**src/design/tle_pkg.sv**
```systemverilog
package tle_pkg;

   localparam int LINE_MAX_DEF = 32;
   localparam int MAX_RUN      = 48;
   localparam int RUN_AW       = 6;
   localparam int CALC_W       = 8;
   localparam int CSR_AW       = 3;

   // result kinds
   localparam logic [1:0] KIND_TERM = 2'd0;
   localparam logic [1:0] KIND_LINE = 2'd1;
   localparam logic [1:0] KIND_READ = 2'd2;

   // input actions
   localparam logic ACT_CHAR = 1'b0;
   localparam logic ACT_READ = 1'b1;

   // echo modes
   localparam logic [1:0] ECHO_MUTE = 2'd0;
   localparam logic [1:0] ECHO_ON   = 2'd1;
   localparam logic [1:0] ECHO_STAR = 2'd2;

   // register indexes
   localparam logic CSR_ECHO_MODE  = 1'b0;
   localparam logic CSR_LINE_LIMIT = 1'b1;

   // escape parser states
   localparam logic [1:0] PS_PLAIN   = 2'd0;
   localparam logic [1:0] PS_ESC     = 2'd1;
   localparam logic [1:0] PS_BRACKET = 2'd2;
   localparam logic [1:0] PS_BIGO    = 2'd3;

   // character codes
   localparam logic [7:0] CH_BS    = 8'd8;
   localparam logic [7:0] CH_TAB   = 8'd9;
   localparam logic [7:0] CH_LF    = 8'd10;
   localparam logic [7:0] CH_CR    = 8'd13;
   localparam logic [7:0] CH_ESC   = 8'd27;
   localparam logic [7:0] CH_SPACE = 8'd32;
   localparam logic [7:0] CH_STAR  = 8'd42;
   localparam logic [7:0] CH_ZERO  = 8'd48;
   localparam logic [7:0] CH_NINE  = 8'd57;
   localparam logic [7:0] CH_SEMI  = 8'd59;
   localparam logic [7:0] CH_UC_C  = 8'd67;
   localparam logic [7:0] CH_UC_D  = 8'd68;
   localparam logic [7:0] CH_UC_K  = 8'd75;
   localparam logic [7:0] CH_UC_O  = 8'd79;
   localparam logic [7:0] CH_LBRK  = 8'd91;
   localparam logic [7:0] CH_TILDE = 8'd126;
   localparam logic [7:0] CH_DEL   = 8'd127;

   typedef struct packed {
      logic [1:0] kind;
      logic [7:0] data;
      logic [4:0] len;
   } tle_word_type;

   // sequencer to result buffer
   typedef struct packed {
      logic         push;
      logic         seal;
      tle_word_type word;
   } tle_push_type;

endpackage

```
**src/design/tle_if.sv**
```systemverilog
interface tle_req_if;
   logic       valid;
   logic       ready;
   logic       action;
   logic [7:0] char_in;
   logic [4:0] read_index;

   modport source (output valid, action, char_in, read_index, input ready);
   modport sink   (input valid, action, char_in, read_index, output ready);
endinterface

interface tle_rsp_if;
   logic       valid;
   logic       ready;
   logic [1:0] kind;
   logic [7:0] out_byte;
   logic [4:0] line_length;
   logic       last;

   modport source (output valid, kind, out_byte, line_length, last, input ready);
   modport sink   (input valid, kind, out_byte, line_length, last, output ready);
endinterface

```
**src/design/tle_core.sv**
```systemverilog
module tle_core #(
   parameter int LINE_MAX = tle_pkg::LINE_MAX_DEF
) (
   input  logic                 clock,
   input  logic                 reset,
   input  logic [1:0]           echo_mode,
   input  logic [5:0]           line_limit,
   tle_req_if.sink              req,
   input  logic                 buf_busy,
   output tle_pkg::tle_push_type push
);
   import tle_pkg::*;

   localparam int AW = $clog2(LINE_MAX);

   localparam logic [5:0] S_IDLE     = 6'd0;
   localparam logic [5:0] S_SEAL     = 6'd1;
   localparam logic [5:0] S_RD_OUT   = 6'd2;
   localparam logic [5:0] S_CR1      = 6'd3;
   localparam logic [5:0] S_CR2      = 6'd4;
   localparam logic [5:0] S_CR3      = 6'd5;
   localparam logic [5:0] S_MV_ESC   = 6'd6;
   localparam logic [5:0] S_MV_BR    = 6'd7;
   localparam logic [5:0] S_MV_TENS  = 6'd8;
   localparam logic [5:0] S_MV_ONES  = 6'd9;
   localparam logic [5:0] S_MV_FIN   = 6'd10;
   localparam logic [5:0] S_EK_ESC   = 6'd11;
   localparam logic [5:0] S_EK_BR    = 6'd12;
   localparam logic [5:0] S_EK_K     = 6'd13;
   localparam logic [5:0] S_BS       = 6'd14;
   localparam logic [5:0] S_RMV_RD   = 6'd15;
   localparam logic [5:0] S_RMV_WR   = 6'd16;
   localparam logic [5:0] S_RMV_END  = 6'd17;
   localparam logic [5:0] S_INS_RD   = 6'd18;
   localparam logic [5:0] S_INS_WR   = 6'd19;
   localparam logic [5:0] S_INS_END  = 6'd20;
   localparam logic [5:0] S_DEL_RD   = 6'd21;
   localparam logic [5:0] S_DEL_WR   = 6'd22;
   localparam logic [5:0] S_DEL_END  = 6'd23;
   localparam logic [5:0] S_NW_RD    = 6'd24;
   localparam logic [5:0] S_NW_CHK   = 6'd25;
   localparam logic [5:0] S_PW_RD    = 6'd26;
   localparam logic [5:0] S_PW_CHK   = 6'd27;
   localparam logic [5:0] S_BO_END   = 6'd28;
   localparam logic [5:0] S_EW_FIRST = 6'd29;
   localparam logic [5:0] S_EW_END   = 6'd30;
   localparam logic [5:0] S_EW_CP_RD = 6'd31;
   localparam logic [5:0] S_EW_CP_WR = 6'd32;
   localparam logic [5:0] S_EW_FIN   = 6'd33;

   function automatic logic [5:0] mv_next(input logic [AW-1:0] m, input logic [5:0] back);
      return (m == '0) ? back : S_MV_ESC;
   endfunction

   function automatic logic is_space(input logic [7:0] b);
      return (b == CH_SPACE) || (b >= CH_TAB && b <= CH_CR);
   endfunction

   logic [5:0]    state_ff, state_in;
   logic [AW-1:0] len_ff, len_in;
   logic [AW-1:0] cur_ff, cur_in;
   logic [1:0]    pstate_ff, pstate_in;
   logic [15:0]   param_ff, param_in;
   logic [5:0]    ret_ff, ret_in;
   logic [5:0]    ek_ret_ff, ek_ret_in;
   logic [5:0]    scan_ret_ff, scan_ret_in;
   logic [AW-1:0] mag_ff, mag_in;
   logic          dir_ff, dir_in;
   logic [AW-1:0] idx_ff, idx_in;
   logic [7:0]    carry_ff, carry_in;
   logic [AW-1:0] scan_ff, scan_in;
   logic          phase_ff, phase_in;
   logic [AW-1:0] first_ff, first_in;
   logic [AW-1:0] gap_ff, gap_in;
   logic [AW-1:0] newlen_ff, newlen_in;
   logic [AW-1:0] final_ff, final_in;
   logic          rd_ok_ff, rd_ok_in;

   logic [7:0]    line_mem [LINE_MAX];
   logic [7:0]    mem_rdata_ff;
   logic          mem_we;
   logic [AW-1:0] mem_waddr, mem_raddr;
   logic [7:0]    mem_wdata;

   logic              accept;
   logic              echo_on, star, word_mode;
   logic [7:0]        c;
   logic [CALC_W-1:0] lim_w, cap_w, rd_index_w;
   logic              ins_ok;
   logic [19:0]       p_mul;
   logic [15:0]       param_next, p_eff;
   logic [AW-1:0]     room_r, n_r, n_l, bo_mag, ew_newlen, ew_final, ew_dst;
   logic [CALC_W-1:0] ew_min;
   logic              rd_sp;
   logic [7:0]        shown_rd, shown_carry;
   logic [13:0]       tens_prod;
   logic [2:0]        tens;
   logic [3:0]        ones;

   assign accept    = req.valid && req.ready;
   assign req.ready = (state_ff == S_IDLE) && !buf_busy;
   assign c         = req.char_in;

   assign echo_on   = (echo_mode == ECHO_ON) || (echo_mode == ECHO_STAR);
   assign star      = (echo_mode == ECHO_STAR);
   assign word_mode = (echo_mode == ECHO_ON);

   assign lim_w  = (CALC_W'(line_limit) < CALC_W'(LINE_MAX)) ? CALC_W'(line_limit)
                                                              : CALC_W'(LINE_MAX);
   assign cap_w  = (lim_w >= CALC_W'(2)) ? lim_w - CALC_W'(2) : '0;
   assign ins_ok = (CALC_W'(len_ff) + CALC_W'(2)) < lim_w;
   assign rd_index_w = CALC_W'(req.read_index);

   // decimal accumulate, saturating at 16 bits
   assign p_mul = ({4'b0, param_ff} << 3) + ({4'b0, param_ff} << 1) + 20'(c - CH_ZERO);
   assign param_next = (p_mul > 20'd65535) ? 16'hFFFF : p_mul[15:0];
   assign p_eff  = (param_ff == '0) ? 16'd1 : param_ff;
   assign room_r = len_ff - cur_ff;
   assign n_r    = (16'(room_r) < p_eff) ? room_r : p_eff[AW-1:0];
   assign n_l    = (16'(cur_ff) < p_eff) ? cur_ff : p_eff[AW-1:0];
   assign bo_mag = (scan_ff >= cur_ff) ? scan_ff - cur_ff : cur_ff - scan_ff;

   // erase-word refill stops once the line reaches the insert limit
   assign ew_newlen = len_ff - (scan_ff - first_ff);
   assign ew_min    = (CALC_W'(ew_newlen) < cap_w) ? CALC_W'(ew_newlen) : cap_w;
   assign ew_final  = (ew_min > CALC_W'(first_ff)) ? ew_min[AW-1:0] : first_ff;
   assign ew_dst    = idx_ff - gap_ff;

   assign rd_sp       = is_space(mem_rdata_ff);
   assign shown_rd    = star ? CH_STAR : mem_rdata_ff;
   assign shown_carry = star ? CH_STAR : carry_ff;

   // magnitude stays below 100: divide by ten through a reciprocal
   assign tens_prod = 14'(mag_ff) * 14'd205;
   assign tens      = tens_prod[13:11];
   assign ones      = 4'(CALC_W'(mag_ff) - CALC_W'(tens) * CALC_W'(10));

   always_ff @(posedge clock) begin
      if (mem_we) begin
         line_mem[mem_waddr] <= mem_wdata;
      end
      mem_rdata_ff <= line_mem[mem_raddr];
   end

   always_comb begin
      state_in    = state_ff;
      len_in      = len_ff;
      cur_in      = cur_ff;
      pstate_in   = pstate_ff;
      param_in    = param_ff;
      ret_in      = ret_ff;
      ek_ret_in   = ek_ret_ff;
      scan_ret_in = scan_ret_ff;
      mag_in      = mag_ff;
      dir_in      = dir_ff;
      idx_in      = idx_ff;
      carry_in    = carry_ff;
      scan_in     = scan_ff;
      phase_in    = phase_ff;
      first_in    = first_ff;
      gap_in      = gap_ff;
      newlen_in   = newlen_ff;
      final_in    = final_ff;
      rd_ok_in    = rd_ok_ff;
      mem_we      = 1'b0;
      mem_waddr   = idx_ff;
      mem_wdata   = carry_ff;
      mem_raddr   = idx_ff;
      push        = '0;

      unique case (state_ff)
         S_IDLE: begin
            if (accept) begin
               ret_in = S_SEAL;
               if (req.action == ACT_READ) begin
                  mem_raddr = rd_index_w[AW-1:0];
                  rd_ok_in  = rd_index_w < CALC_W'(len_ff);
                  state_in  = S_RD_OUT;
               end else if (c == CH_LF || c == CH_CR) begin
                  state_in = S_CR1;
               end else begin
                  state_in = S_SEAL;
                  case (pstate_ff)
                     PS_PLAIN: begin
                        if (c == CH_ESC) begin
                           pstate_in = PS_ESC;
                        end else if (c == CH_DEL) begin
                           if (cur_ff != '0) begin
                              idx_in    = cur_ff;
                              ek_ret_in = S_RMV_RD;
                              state_in  = echo_on ? S_BS : S_RMV_RD;
                           end
                        end else if (c == CH_BS) begin
                           if (word_mode) begin
                              scan_in     = cur_ff;
                              phase_in    = 1'b0;
                              scan_ret_in = S_EW_FIRST;
                              state_in    = S_PW_RD;
                           end
                        end else if (c >= CH_SPACE && c < CH_DEL) begin
                           if (ins_ok) begin
                              carry_in  = c;
                              idx_in    = cur_ff;
                              ek_ret_in = S_INS_RD;
                              state_in  = (cur_ff < len_ff && echo_on) ? S_EK_ESC : S_INS_RD;
                           end
                        end
                     end
                     PS_ESC: begin
                        if (c == CH_LBRK) begin
                           pstate_in = PS_BRACKET;
                           param_in  = '0;
                        end else if (c == CH_UC_O) begin
                           pstate_in = PS_BIGO;
                        end else begin
                           pstate_in = PS_PLAIN;
                        end
                     end
                     PS_BRACKET: begin
                        if (c == CH_SEMI) begin
                           param_in = '0;
                        end else if (c >= CH_ZERO && c <= CH_NINE) begin
                           param_in = param_next;
                        end else begin
                           pstate_in = PS_PLAIN;
                           if (c == CH_UC_C) begin
                              cur_in = cur_ff + n_r;
                              mag_in = n_r;
                              dir_in = 1'b1;
                              if (echo_on) state_in = mv_next(n_r, S_SEAL);
                           end else if (c == CH_UC_D) begin
                              cur_in = cur_ff - n_l;
                              mag_in = n_l;
                              dir_in = 1'b0;
                              if (echo_on) state_in = mv_next(n_l, S_SEAL);
                           end else if (c == CH_TILDE) begin
                              if (param_ff == 16'd1) begin
                                 cur_in = '0;
                                 mag_in = cur_ff;
                                 dir_in = 1'b0;
                                 if (echo_on) state_in = mv_next(cur_ff, S_SEAL);
                              end else if (param_ff == 16'd3) begin
                                 if (cur_ff < len_ff) begin
                                    len_in    = len_ff - 1'b1;
                                    idx_in    = cur_ff;
                                    ek_ret_in = S_DEL_RD;
                                    state_in  = echo_on ? S_EK_ESC : S_DEL_RD;
                                 end
                              end else if (param_ff == 16'd4) begin
                                 cur_in = len_ff;
                                 mag_in = room_r;
                                 dir_in = 1'b1;
                                 if (echo_on) state_in = mv_next(room_r, S_SEAL);
                              end
                           end
                        end
                     end
                     default: begin
                        pstate_in = PS_PLAIN;
                        if (word_mode && (c == CH_UC_C || c == CH_UC_D)) begin
                           scan_in     = cur_ff;
                           phase_in    = 1'b0;
                           scan_ret_in = S_BO_END;
                           state_in    = (c == CH_UC_C) ? S_NW_RD : S_PW_RD;
                        end
                     end
                  endcase
               end
            end
         end
         S_RD_OUT: begin
            push.push      = 1'b1;
            push.word.kind = KIND_READ;
            push.word.data = rd_ok_ff ? mem_rdata_ff : 8'd0;
            state_in       = S_SEAL;
         end
         S_CR1: begin
            push.push      = 1'b1;
            push.word.data = CH_CR;
            state_in       = S_CR2;
         end
         S_CR2: begin
            push.push      = 1'b1;
            push.word.data = CH_LF;
            state_in       = S_CR3;
         end
         S_CR3: begin
            push.push      = 1'b1;
            push.word.kind = KIND_LINE;
            push.word.len  = 5'(CALC_W'(len_ff));
            len_in         = '0;
            cur_in         = '0;
            state_in       = S_SEAL;
         end
         S_MV_ESC: begin
            push.push      = 1'b1;
            push.word.data = CH_ESC;
            state_in       = S_MV_BR;
         end
         S_MV_BR: begin
            push.push      = 1'b1;
            push.word.data = CH_LBRK;
            if (mag_ff == AW'(1))  state_in = S_MV_FIN;
            else if (tens == '0)   state_in = S_MV_ONES;
            else                   state_in = S_MV_TENS;
         end
         S_MV_TENS: begin
            push.push      = 1'b1;
            push.word.data = CH_ZERO + 8'(tens);
            state_in       = S_MV_ONES;
         end
         S_MV_ONES: begin
            push.push      = 1'b1;
            push.word.data = CH_ZERO + 8'(ones);
            state_in       = S_MV_FIN;
         end
         S_MV_FIN: begin
            push.push      = 1'b1;
            push.word.data = dir_ff ? CH_UC_C : CH_UC_D;
            state_in       = ret_ff;
         end
         S_EK_ESC: begin
            push.push      = 1'b1;
            push.word.data = CH_ESC;
            state_in       = S_EK_BR;
         end
         S_EK_BR: begin
            push.push      = 1'b1;
            push.word.data = CH_LBRK;
            state_in       = S_EK_K;
         end
         S_EK_K: begin
            push.push      = 1'b1;
            push.word.data = CH_UC_K;
            state_in       = ek_ret_ff;
         end
         S_BS: begin
            push.push      = 1'b1;
            push.word.data = CH_BS;
            state_in       = S_EK_ESC;
         end
         S_RMV_RD: begin
            if (idx_ff < len_ff) state_in = S_RMV_WR;
            else                 state_in = S_RMV_END;
         end
         S_RMV_WR: begin
            mem_we         = 1'b1;
            mem_waddr      = idx_ff - 1'b1;
            mem_wdata      = mem_rdata_ff;
            push.push      = echo_on;
            push.word.data = shown_rd;
            idx_in         = idx_ff + 1'b1;
            state_in       = S_RMV_RD;
         end
         S_RMV_END: begin
            cur_in   = cur_ff - 1'b1;
            len_in   = len_ff - 1'b1;
            mag_in   = room_r;
            dir_in   = 1'b0;
            ret_in   = S_SEAL;
            state_in = echo_on ? mv_next(room_r, S_SEAL) : S_SEAL;
         end
         S_INS_RD: begin
            if (idx_ff <= len_ff) state_in = S_INS_WR;
            else                  state_in = S_INS_END;
         end
         S_INS_WR: begin
            mem_we         = 1'b1;
            push.push      = echo_on;
            push.word.data = shown_carry;
            carry_in       = mem_rdata_ff;
            idx_in         = idx_ff + 1'b1;
            state_in       = S_INS_RD;
         end
         S_INS_END: begin
            cur_in   = cur_ff + 1'b1;
            len_in   = len_ff + 1'b1;
            mag_in   = room_r;
            dir_in   = 1'b0;
            ret_in   = S_SEAL;
            state_in = echo_on ? mv_next(room_r, S_SEAL) : S_SEAL;
         end
         S_DEL_RD: begin
            mem_raddr = idx_ff + 1'b1;
            if (idx_ff < len_ff) state_in = S_DEL_WR;
            else                 state_in = S_DEL_END;
         end
         S_DEL_WR: begin
            mem_we         = 1'b1;
            mem_wdata      = mem_rdata_ff;
            push.push      = echo_on;
            push.word.data = shown_rd;
            idx_in         = idx_ff + 1'b1;
            state_in       = S_DEL_RD;
         end
         S_DEL_END: begin
            mag_in   = room_r;
            dir_in   = 1'b0;
            ret_in   = S_SEAL;
            state_in = echo_on ? mv_next(room_r, S_SEAL) : S_SEAL;
         end
         S_NW_RD: begin
            mem_raddr = scan_ff;
            if (scan_ff < len_ff) state_in = S_NW_CHK;
            else                  state_in = scan_ret_ff;
         end
         S_NW_CHK: begin
            // skip the word, then the blanks after it
            if (!phase_ff || rd_sp) begin
               scan_in  = scan_ff + 1'b1;
               if (rd_sp) phase_in = 1'b1;
               state_in = S_NW_RD;
            end else begin
               state_in = scan_ret_ff;
            end
         end
         S_PW_RD: begin
            mem_raddr = scan_ff - 1'b1;
            if (scan_ff != '0) state_in = S_PW_CHK;
            else               state_in = scan_ret_ff;
         end
         S_PW_CHK: begin
            // skip blanks before the cursor, then the word
            if (!phase_ff || !rd_sp) begin
               scan_in  = scan_ff - 1'b1;
               if (!rd_sp) phase_in = 1'b1;
               state_in = S_PW_RD;
            end else begin
               state_in = scan_ret_ff;
            end
         end
         S_BO_END: begin
            cur_in   = scan_ff;
            mag_in   = bo_mag;
            dir_in   = scan_ff >= cur_ff;
            ret_in   = S_SEAL;
            state_in = mv_next(bo_mag, S_SEAL);
         end
         S_EW_FIRST: begin
            first_in    = scan_ff;
            phase_in    = 1'b0;
            scan_ret_in = S_EW_END;
            state_in    = S_NW_RD;
         end
         S_EW_END: begin
            gap_in    = scan_ff - first_ff;
            newlen_in = ew_newlen;
            final_in  = ew_final;
            idx_in    = scan_ff;
            mag_in    = cur_ff - first_ff;
            dir_in    = 1'b0;
            ret_in    = S_EK_ESC;
            ek_ret_in = S_EW_CP_RD;
            state_in  = mv_next(cur_ff - first_ff, S_EK_ESC);
         end
         S_EW_CP_RD: begin
            if (idx_ff < len_ff) state_in = S_EW_CP_WR;
            else                 state_in = S_EW_FIN;
         end
         S_EW_CP_WR: begin
            mem_we         = 1'b1;
            mem_waddr      = ew_dst;
            mem_wdata      = mem_rdata_ff;
            push.push      = ew_dst < final_ff;
            push.word.data = mem_rdata_ff;
            idx_in         = idx_ff + 1'b1;
            state_in       = S_EW_CP_RD;
         end
         S_EW_FIN: begin
            len_in   = final_ff;
            cur_in   = first_ff;
            mag_in   = newlen_ff - first_ff;
            dir_in   = 1'b0;
            ret_in   = S_SEAL;
            state_in = mv_next(newlen_ff - first_ff, S_SEAL);
         end
         S_SEAL: begin
            push.seal = 1'b1;
            state_in  = S_IDLE;
         end
         default: begin
            state_in = S_IDLE;
         end
      endcase
   end

   always_ff @(posedge clock) begin
      if (reset) begin
         state_ff  <= S_IDLE;
         len_ff    <= '0;
         cur_ff    <= '0;
         pstate_ff <= PS_PLAIN;
         param_ff  <= '0;
      end else begin
         state_ff  <= state_in;
         len_ff    <= len_in;
         cur_ff    <= cur_in;
         pstate_ff <= pstate_in;
         param_ff  <= param_in;
      end
   end

   always_ff @(posedge clock) begin
      ret_ff      <= ret_in;
      ek_ret_ff   <= ek_ret_in;
      scan_ret_ff <= scan_ret_in;
      mag_ff      <= mag_in;
      dir_ff      <= dir_in;
      idx_ff      <= idx_in;
      carry_ff    <= carry_in;
      scan_ff     <= scan_in;
      phase_ff    <= phase_in;
      first_ff    <= first_in;
      gap_ff      <= gap_in;
      newlen_ff   <= newlen_in;
      final_ff    <= final_in;
      rd_ok_ff    <= rd_ok_in;
   end

endmodule

```
**src/design/tle_run_buf.sv**
```systemverilog
module tle_run_buf (
   input  logic                  clock,
   input  logic                  reset,
   input  tle_pkg::tle_push_type push,
   output logic                  busy,
   tle_rsp_if.source             rsp
);
   import tle_pkg::*;

   tle_word_type        run_mem [MAX_RUN];
   tle_word_type        rdata_ff;
   logic [RUN_AW-1:0]   count_ff, count_in;
   logic [RUN_AW-1:0]   rd_ptr_ff, rd_ptr_in;
   logic                drain_ff, drain_in;
   logic                show_ff, show_in;
   logic                wr_en;
   logic                at_last;

   // words past the run limit are dropped
   assign wr_en   = push.push && (count_ff < RUN_AW'(MAX_RUN));
   assign at_last = rd_ptr_ff == (count_ff - 1'b1);
   assign busy    = drain_ff;

   assign rsp.valid       = show_ff;
   assign rsp.kind        = rdata_ff.kind;
   assign rsp.out_byte    = rdata_ff.data;
   assign rsp.line_length = rdata_ff.len;
   assign rsp.last        = at_last;

   always_ff @(posedge clock) begin
      if (wr_en) begin
         run_mem[count_ff] <= push.word;
      end
      rdata_ff <= run_mem[rd_ptr_ff];
   end

   always_comb begin
      count_in  = count_ff;
      rd_ptr_in = rd_ptr_ff;
      drain_in  = drain_ff;
      show_in   = show_ff;
      if (wr_en) begin
         count_in = count_ff + 1'b1;
      end
      if (push.seal && count_ff != '0) begin
         drain_in  = 1'b1;
         show_in   = 1'b0;
         rd_ptr_in = '0;
      end
      if (drain_ff) begin
         if (!show_ff) begin
            show_in = 1'b1;
         end else if (rsp.ready) begin
            show_in = 1'b0;
            if (at_last) begin
               drain_in = 1'b0;
               count_in = '0;
            end else begin
               rd_ptr_in = rd_ptr_ff + 1'b1;
            end
         end
      end
   end

   always_ff @(posedge clock) begin
      if (reset) begin
         count_ff  <= '0;
         rd_ptr_ff <= '0;
         drain_ff  <= 1'b0;
         show_ff   <= 1'b0;
      end else begin
         count_ff  <= count_in;
         rd_ptr_ff <= rd_ptr_in;
         drain_ff  <= drain_in;
         show_ff   <= show_in;
      end
   end

endmodule

```
**src/design/terminal_line_editor.sv**
```systemverilog
// Terminal line editor: takes received characters one word at a time, parses
// ESC, ESC[ (decimal parameter, ';' clears it) and ESC O sequences, edits a line
// held in a line memory, and returns a run of result words (echo
// bytes, cursor-move escapes, line-complete length, or a read-back byte) with
// last set on the final word of the run. Runs longer than 48 words are cut.
// Work is one item at a time: req.ready stays low until the whole run has been
// taken. An item that gives no result words is accepted, then closed. Beyond
// that the sequencer emits each byte that is not a shifted character, shifts or
// scans each line character with a registered memory read followed by a write
// or compare, and leaves each loop through its own state; the run buffer then
// hands out each result word, holding it while the receiver stalls.
// Configuration: echo_mode at byte 0, line_limit at byte 4.
module terminal_line_editor #(
   parameter int LINE_MAX = tle_pkg::LINE_MAX_DEF
) (
   input  logic                       clock,
   input  logic                       reset,
   tle_req_if.sink                    req,
   tle_rsp_if.source                  rsp,
   input  logic                       csr_psel,
   input  logic                       csr_penable,
   input  logic                       csr_pwrite,
   input  logic [tle_pkg::CSR_AW-1:0] csr_paddr,
   input  logic [31:0]                csr_pwdata,
   output logic [31:0]                csr_prdata,
   output logic                       csr_pready
);
   import tle_pkg::*;

   logic [1:0]   echo_mode_ff, echo_mode_in;
   logic [5:0]   line_limit_ff, line_limit_in;
   logic         csr_wr;
   logic         csr_index;
   logic         buf_busy;
   tle_push_type push;

   assign csr_pready = 1'b1;
   assign csr_wr     = csr_psel && csr_penable && csr_pwrite;
   assign csr_index  = csr_paddr[2];

   always_comb begin
      echo_mode_in  = echo_mode_ff;
      line_limit_in = line_limit_ff;
      if (csr_wr) begin
         unique case (csr_index)
            CSR_ECHO_MODE:  echo_mode_in  = csr_pwdata[1:0];
            CSR_LINE_LIMIT: line_limit_in = csr_pwdata[5:0];
            default: ;
         endcase
      end
      unique case (csr_index)
         CSR_ECHO_MODE:  csr_prdata = {30'b0, echo_mode_ff};
         CSR_LINE_LIMIT: csr_prdata = {26'b0, line_limit_ff};
         default:        csr_prdata = '0;
      endcase
   end

   always_ff @(posedge clock) begin
      if (reset) begin
         echo_mode_ff  <= ECHO_ON;
         line_limit_ff <= 6'd32;
      end else begin
         echo_mode_ff  <= echo_mode_in;
         line_limit_ff <= line_limit_in;
      end
   end

   tle_core #(
      .LINE_MAX (LINE_MAX)
   ) u_core (
      .clock      (clock),
      .reset      (reset),
      .echo_mode  (echo_mode_ff),
      .line_limit (line_limit_ff),
      .req        (req),
      .buf_busy   (buf_busy),
      .push       (push)
   );

   tle_run_buf u_run_buf (
      .clock (clock),
      .reset (reset),
      .push  (push),
      .busy  (buf_busy),
      .rsp   (rsp)
   );

endmodule

```
**src/flat_wrapper.sv**
```systemverilog
// flat-port wrapper written by rule: the top's interface ports become plain ports
module terminal_line_editor_flat import tle_pkg::*;
#(
   parameter int LINE_MAX = tle_pkg::LINE_MAX_DEF
)
  (clock, reset, csr_psel, csr_penable, csr_pwrite, csr_paddr, csr_pwdata, csr_prdata, csr_pready, req_valid, req_action, req_char_in, req_read_index, req_ready, rsp_valid, rsp_kind, rsp_out_byte, rsp_line_length, rsp_last, rsp_ready);
  tle_req_if req_i ();
  tle_rsp_if rsp_i ();
  input  logic clock;
  input  logic reset;
  input  logic csr_psel;
  input  logic csr_penable;
  input  logic csr_pwrite;
  input  logic [tle_pkg::CSR_AW-1:0] csr_paddr;
  input  logic [31:0] csr_pwdata;
  output logic [31:0] csr_prdata;
  output logic csr_pready;
  input wire logic [$bits(req_i.valid)-1:0] req_valid;
  input wire logic [$bits(req_i.action)-1:0] req_action;
  input wire logic [$bits(req_i.char_in)-1:0] req_char_in;
  input wire logic [$bits(req_i.read_index)-1:0] req_read_index;
  output wire logic [$bits(req_i.ready)-1:0] req_ready;
  output wire logic [$bits(rsp_i.valid)-1:0] rsp_valid;
  output wire logic [$bits(rsp_i.kind)-1:0] rsp_kind;
  output wire logic [$bits(rsp_i.out_byte)-1:0] rsp_out_byte;
  output wire logic [$bits(rsp_i.line_length)-1:0] rsp_line_length;
  output wire logic [$bits(rsp_i.last)-1:0] rsp_last;
  input wire logic [$bits(rsp_i.ready)-1:0] rsp_ready;
  assign req_i.valid = req_valid;
  assign req_i.action = req_action;
  assign req_i.char_in = req_char_in;
  assign req_i.read_index = req_read_index;
  assign req_ready = req_i.ready;
  assign rsp_valid = rsp_i.valid;
  assign rsp_kind = rsp_i.kind;
  assign rsp_out_byte = rsp_i.out_byte;
  assign rsp_line_length = rsp_i.line_length;
  assign rsp_last = rsp_i.last;
  assign rsp_i.ready = rsp_ready;
  terminal_line_editor #(.LINE_MAX(LINE_MAX)) u_core (.clock(clock), .reset(reset), .req(req_i), .rsp(rsp_i), .csr_psel(csr_psel), .csr_penable(csr_penable), .csr_pwrite(csr_pwrite), .csr_paddr(csr_paddr), .csr_pwdata(csr_pwdata), .csr_prdata(csr_prdata), .csr_pready(csr_pready));
endmodule
```
**config.mk**
```make
export PLATFORM = sky130hd
export DESIGN_NAME = terminal_line_editor_flat
export DESIGN_NICKNAME = d
export VERILOG_FILES = /design/src/design/tle_pkg.sv /design/src/design/tle_if.sv /design/src/design/tle_core.sv /design/src/design/tle_run_buf.sv /design/src/design/terminal_line_editor.sv /design/src/flat_wrapper.sv
export SDC_FILE = /design/constraint.sdc
export NUM_CORES = 2
export LEC_CHECK = 0
export ABC_CLOCK_PERIOD_IN_PS = 8000
export BUFFER_PORTS_ARGS = -buffer_cell sky130_fd_sc_hd__buf_2
export CAP_MARGIN = 25
export CORE_ASPECT_RATIO = 0.6
export CORE_MARGIN = 2
export CORE_UTILIZATION = 25
export CTS_CLUSTER_SIZE = 24
export DETAILED_ROUTE_END_ITERATION = 6
export PLACE_DENSITY = 0.43
export SKIP_CTS_REPAIR_TIMING = 1
export SYNTH_ARGS = -nofsm -noshare
export SYNTH_HDL_FRONTEND = slang
export SYNTH_SLANG_ARGS = --single-unit
```
**constraint.sdc**
```tcl
create_clock -name clock -period 8 [get_ports clock]
set_input_delay 0.8 -clock clock [delete_from_list [all_inputs] [get_ports clock]]
set_output_delay 0.8 -clock clock [all_outputs]
set_load 0.01 [all_outputs]
```
# Word level (Yosys, flattened, before mapping)
# Memories as Yosys holds them, arrays and structs flattened. A register that Yosys moved wholly into a read port is not among the register bits.
# Cells that the tools add are included.
[totals]
ram_bits = 976
input_bits = 56
ff_bits = 120
output_inout_bits = 51
n_memories = 2
elab_cells = 503
[mem_list]
columns = ["name", "words", "width", "rd", "rd_clocked_by_memory_dff", "wr", "line", "text"]
rows = [
  ["u_core.u_run_buf.run_mem", 48, 15, 1, 1, 1, "tle_run_buf.sv:10", "tle_word_type run_mem [MAX_RUN];"],
  ["u_core.u_core.line_mem", 32, 8, 1, 1, 1, "tle_core.sv:79", "logic [7:0] line_mem [LINE_MAX];"],
]
[classes]
mul = 2
n_lt_le_gt_ge = 22
n_bitwise = 3
add_sub_neg = 29
n_mux = 243
eq_ne = 103
reduce_logical = 74
[ops]
columns = ["cell", "count"]
rows = [
  ["$mux 5", 77],
  ["$mux 6", 54],
  ["$pmux 6 s30", 1],
  ["$mux 8", 15],
  ["$pmux 8 s13", 1],
  ["$eq 6x5->1 const B", 16],
  ["$mux 16", 5],
  ["$pmux 32 s2", 1],
  ["$pmux 5 s5", 2],
  ["$reduce_and 10->1", 5],
  ["$eq 6x4->1 const B", 8],
  ["$eq 8x7->1 const B", 6],
  ["$pmux 6 s2", 4],
  ["$sub 5x5->5", 9],
  ["$mux 1", 44],
  ["$ne 2x2->1 const B", 21],
  ["$mux 3", 13],
  ["$ne 3x3->1 const B", 13],
  ["$pmux 6 s3", 2],
  ["$reduce_and 18->1", 2],
  ["$logic_not 5->1", 7],
  ["$lt 5x16->1", 2],
  ["$pmux 16 s2", 1],
  ["$pmux 5 s2", 3],
  ["other kinds (84)", 164],
]

# Longest topological paths before layout
[depth]
word_depth = 17
mapped_depth = 24
depth_no_buf = 24

# Modules after synthesis
# From an unflattened synthesis, not the netlist that was laid out.
[unflattened]
hier_cells = 3601
area_unflattened_um2 = 51612.0
[modules_own_cells]
columns = ["module", "seq_area_each_um2", "cells_each", "instances", "area_each_um2"]
rows = [
  ["tle_run_buf", 22201.3, 1373, 1, 28985.3],
  ["tle_core", 10119.7, 2158, 1, 22004.9],
  ["terminal_line_editor", 160.2, 70, 1, 621.8],
]

# Worst setup path after synthesis
# OpenSTA, ideal clock, no wires.
[synth_timing]
path_type = "register to register"
startpoint = "register u_core.u_core.mag_ff[2]"
endpoint = "memory u_core.u_run_buf.run_mem[0][8] (netlist name), data pin"
required_time_ns = 7.407
path_buffers = 0
stages_incl_launch_ff = 17
setup_slack_ns = 1.747
arrival_ns = 5.660
synth_period_minus_slack_ns = 6.253
setup_ns = 0.593
cell_sequence = "edfxtp_1 ha_1 ha_1 ha_1 ha_1 a41o_1 a21o_1 a21oi_1 o21ai_0 a31o_2 xnor2_1 inv_1 ha_1 fa_1 xnor2_1 xnor2_1 o31ai_1"
[synth_lines]
columns = ["element", "line", "text"]
rows = [
  ["from (decl)", "tle_core.sv:67", "logic [AW-1:0] mag_ff, mag_in;"],
  ["from (signal assigned)", "tle_core.sv:507", "mag_ff <= mag_in;"],
  ["to (decl)", "tle_run_buf.sv:10", ""],
]

# Final worst setup path
[layout_timing]
startpoint = "register u_core.u_core.scan_ff[0]"
endpoint = "register u_core.u_core.final_ff[2], data pin"
[layout_between]
elab_chain_cells = 6
[layout_lines]
columns = ["element", "line", "text"]
rows = [
  ["from (decl)", "tle_core.sv:71", "logic [AW-1:0] scan_ff, scan_in;"],
  ["from (signal assigned)", "tle_core.sv:511", "scan_ff <= scan_in;"],
  ["$sub 5x5->5 (*) (2 in series)", "tle_core.sv:124", "assign ew_newlen = len_ff - (scan_ff - first_ff);"],
  ["named net u_core.u_core.ew_newlen[4]", "tle_core.sv:92", "logic [AW-1:0] room_r, n_r, n_l, bo_mag, ew_newlen, ew_final, ew_dst;"],
  ["$lt 5x8->1", "tle_core.sv:125", "assign ew_min = (CALC_W'(ew_newlen) < cap_w) ? CALC_W'(ew_newlen) : cap_w;"],
  ["$mux 8 (*)", "tle_core.sv:125", ""],
  ["$gt 8x5->1", "tle_core.sv:126", "assign ew_final = (ew_min > CALC_W'(first_ff)) ? ew_min[AW-1:0] : first_ff;"],
  ["$mux 5 (*)", "tle_core.sv:126", ""],
  ["named net u_core.u_core.ew_final[2]", "tle_core.sv:92", ""],
  ["to (signal assigned)", "tle_core.sv:516", "final_ff <= final_in;"],
  ["to (decl)", "tle_core.sv:76", "logic [AW-1:0] final_ff, final_in;"],
]
# The timed path passes the listed nets; every way through them passes the cells marked *.
# A chain may end at the register's enable or synchronous reset.

==> qor.csv <==
metric,value,unit
rsz0062_at_grt,false,
grt_pass1_wl,218000,um
rows,128,
worst-path-max-fanout,9,
ir_drop,0.199,mV
clk_latency,0.75,ns
p_per_area,296,nW/um^2
slew_headroom,32.8,%
hold_viol,0,
drv_cap,0,
synth.distinct_cells,88,
hp-start,csr_pwdata[2],
fmax,160,MHz
fp.dieArea,207000,sq um
rr_worst_depth,22,
syn_avg_cell_area,15.1,sq um
synthesis.area,50900,sq um
synth-seq-cells,1108,
drc,0,
drive_above_1_share,19.2,%
overflow,0,
status,"finished, final reports clean",
clockBufferDepth,3,
period_minus_slack,6.24,ns
post-route-util,29.0,%
dieWidth,586,um
finalCritPeriodShare,78.0,%
r2r-end,u_core.u_core.final_ff[2],
synth_edf_count,1029,
portBuffers,51,
wl_per_cell,24.0,um
gp_congestion,0.846,
initial_core_util,25.1,%
cts_root_buf,clkbuf_16,
drt_iter0_drc,3355,
ys_warn_count,0,
critPathLaunchType,flop,
area_growth,15.5,%
cts_made_buffers,107,
r2r_slack,1.76,ns
clock-sinks,1108,
die_h,353,um
routed_via_density,4.76,
dp_hpwl,98800,um
whs_endpoint,u_core.line_limit_ff[2],
htreeDepth,3,
ys_seq_area_share,63.8,%
setup_viol_count_final,0,
ys_async_sr_fraction,0,%
grt_usage,14.4,%
antenna_left,0,
cp-end-kind,flop,
cts.clk_slew.worst_paths,0.06,ns
ys.flop_type,edfxtp_1,
ios,107,
tns,0,ns
tightest_slew,1.01,ns
leakagePower,19.5,nW
coreArea,203000,sq um
min_path_cells,3,
arrival,6.69,ns
slew_violations,0,
synth_cells,3375,
num-nets-final,3724,
dp_cells,6100,
fin_cells,6311,
path_class,flop to flop,
hold_class,input port to flop,
r2r_start,u_core.u_core.scan_ff[0],
grt_start_max_net_pins,73,
via_count,30045,
fin_worst_skew,0.0751,ns
dr.pass1.iters,5,
cts_tree,done,
antenna_found_initial,12,
crit_required,8.45,ns
grt_pass1_vias,29320,
wl,152000,um
-- where the power goes --
part	total (mW)	internal (mW)	leakage [nW]	switching, mW
clock network	5.43	3.08	1.82	2.34
registers	7.23	7.04	10.2	0.186
logic	4.74	1.47	7.50	3.27
total	17.4	11.6	19.5	5.80
-- cell usage after synthesis, types with 23 or more instances --
master       n  share of area (%)
edfxtp_1  1029                 61
o21ai_0    111                1.1
buf_1       32               0.24
inv_1      134               0.99
nor3b_1     26               0.38
a31oi_1     23               0.28
xor2_1      27               0.46
clkbuf_1   105               0.77
a22oi_1     30               0.44
mux4_2     242                 11
nor2b_1     26               0.32
a221oi_1    29               0.50
nand2_1    264                1.9
dfxtp_1     79                3.1
nand3_1     64               0.63
nor4_1      23               0.28
nor2_1     209                1.5
nor3_1      49               0.48
a21o_1      35               0.52
xnor2_1     57               0.98
fa_1        30                1.2
and3_1      28               0.34
a21oi_1    113                1.1
o22ai_1     24               0.30
nand2b_1    27               0.33
mux2i_1     64                1.3
buf_4       29               0.43
ha_1       152                3.7
-- kinds of logic after synthesis --
logic type,Yosys count,synth area share [%]
and+or+nand+nor,808,7.59
AOI/OAI and AO/OA,541,7.13
adders and majority gates,182,4.92
xor gates and xnor gates,84,1.45
DFF,1108,63.8
muxes,325,12.4
buffers and inverters,325,2.69
other,2,0.0148
-- worst max-delay path by stage --
stage / start / endpoint / slack, ns / cells after the start
floorplan: u_core.u_core.mag_ff[2] / u_core.u_run_buf.run_mem[0][8] / 1.75 / 16
global placement: u_core.u_core.scan_ff[0] / u_core.u_core.final_ff[2] / 1.66 / 22
detailed placement: u_core.u_core.scan_ff[0] / u_core.u_core.final_ff[2] / 1.76 / 22
CTS: u_core.u_core.scan_ff[0] / u_core.u_core.final_ff[2] / 1.73 / 22
global route: u_core.u_core.scan_ff[0] / u_core.u_core.final_ff[2] / 1.32 / 23
finish: u_core.u_core.scan_ff[0] / u_core.u_core.final_ff[2] / 1.76 / 22
-- stage by stage --
step                      area, sq um  setup slack [ns]  hold slack [ns]  power (mW)
after floorplan                 51000              1.75            0.465        10.1
after global placement          54900              1.66            0.489        12.0
after detailed placement        54900              1.76            0.490        12.0
after CTS                       58700              1.73            0.274        17.5
after global routing            58800              1.32            0.313        18.2
final                           58800              1.76            0.331        17.4
-- routing by layer --
metal  wire length [um]  GRT usage [%]  vias to the layer above
li1                   -              -                    13418
met1              79700           23.7                    15581
met2              59800           19.1                      903
met3               9840           2.80                      143
met4               2430           2.74                        0
met5                  0              0                        -
-- sequential cells by signal, indices dropped and copies added, names as in the netlist, 6 cells and up --
register and count:
u_core.u_core.carry_ff 8, u_core.u_run_buf.run_mem 720, u_core.u_core.mem_rdata_ff 8, u_core.u_core.param_ff 16
u_core.u_run_buf.rd_ptr_ff 6, u_core.line_limit_ff 6, u_core.u_core.line_mem 256, u_core.u_run_buf.rsp.out_byte 8
u_core.u_core.state_ff 6, u_core.u_run_buf.count_ff 6
-- final cells by class --
| cell class | count | area, sq um |
|---|---|---|
| antenna | 7 | 17.5 |
| clock buffer | 132 | 2850 |
| clock inverter | 65 | 887 |
| fill | 20216 | 144000 |
| inverter | 136 | 513 |
| multi-input combinational | 1967 | 17400 |
| sequential | 1108 | 32500 |
| tap | 2730 | 3420 |
| timing repair buffer | 166 | 1220 |
-- cell usage in the layout (no fill, tap or decap), types with 26 or more instances in the layout --
| cell | instances |
|---|---|
| mux2i_1 | 64 |
| nor3_1 | 40 |
| nand2_1 | 262 |
| buf_2 | 52 |
| nand3_1 | 64 |
| nor3b_1 | 26 |
| a221oi_1 | 28 |
| and3_1 | 28 |
| nor2b_1 | 26 |
| nand2b_1 | 27 |
| a21o_1 | 35 |
| edfxtp_1 | 1029 |
| mux4_2 | 242 |
| conb_1 | 27 |
| xor2_1 | 27 |
| buf_4 | 103 |
| nor2_1 | 162 |
| nor2_2 | 48 |
| inv_1 | 134 |
| dfxtp_1 | 76 |
| o21ai_0 | 110 |
| a22oi_1 | 30 |
| xnor2_1 | 57 |
| clkbuf_16 | 109 |
| fa_1 | 30 |
| a21oi_1 | 113 |
| ha_1 | 152 |
-- worst max-delay path, stage by stage (launching register included) --
cell and delay [ns]:
edfxtp_1 0.54, inv_1 0.30, ha_1 0.23, inv_1 0.08
fa_1 0.46, xor2_1 0.22, inv_1 0.07, ha_1 0.34
a21o_1 0.19, a21oi_1 0.17, xnor2_1 0.09, xnor2_1 0.36
ha_1 0.20, o21ai_0 0.07, a222oi_1 0.73, mux2_2 0.43
ha_1 0.29, o21a_1 0.11, o21ai_0 0.08, nand2b_1 0.08
a21oi_1 0.06, a31oi_1 0.48, mux2_2 0.41
(Power assumes the default switching activity.)
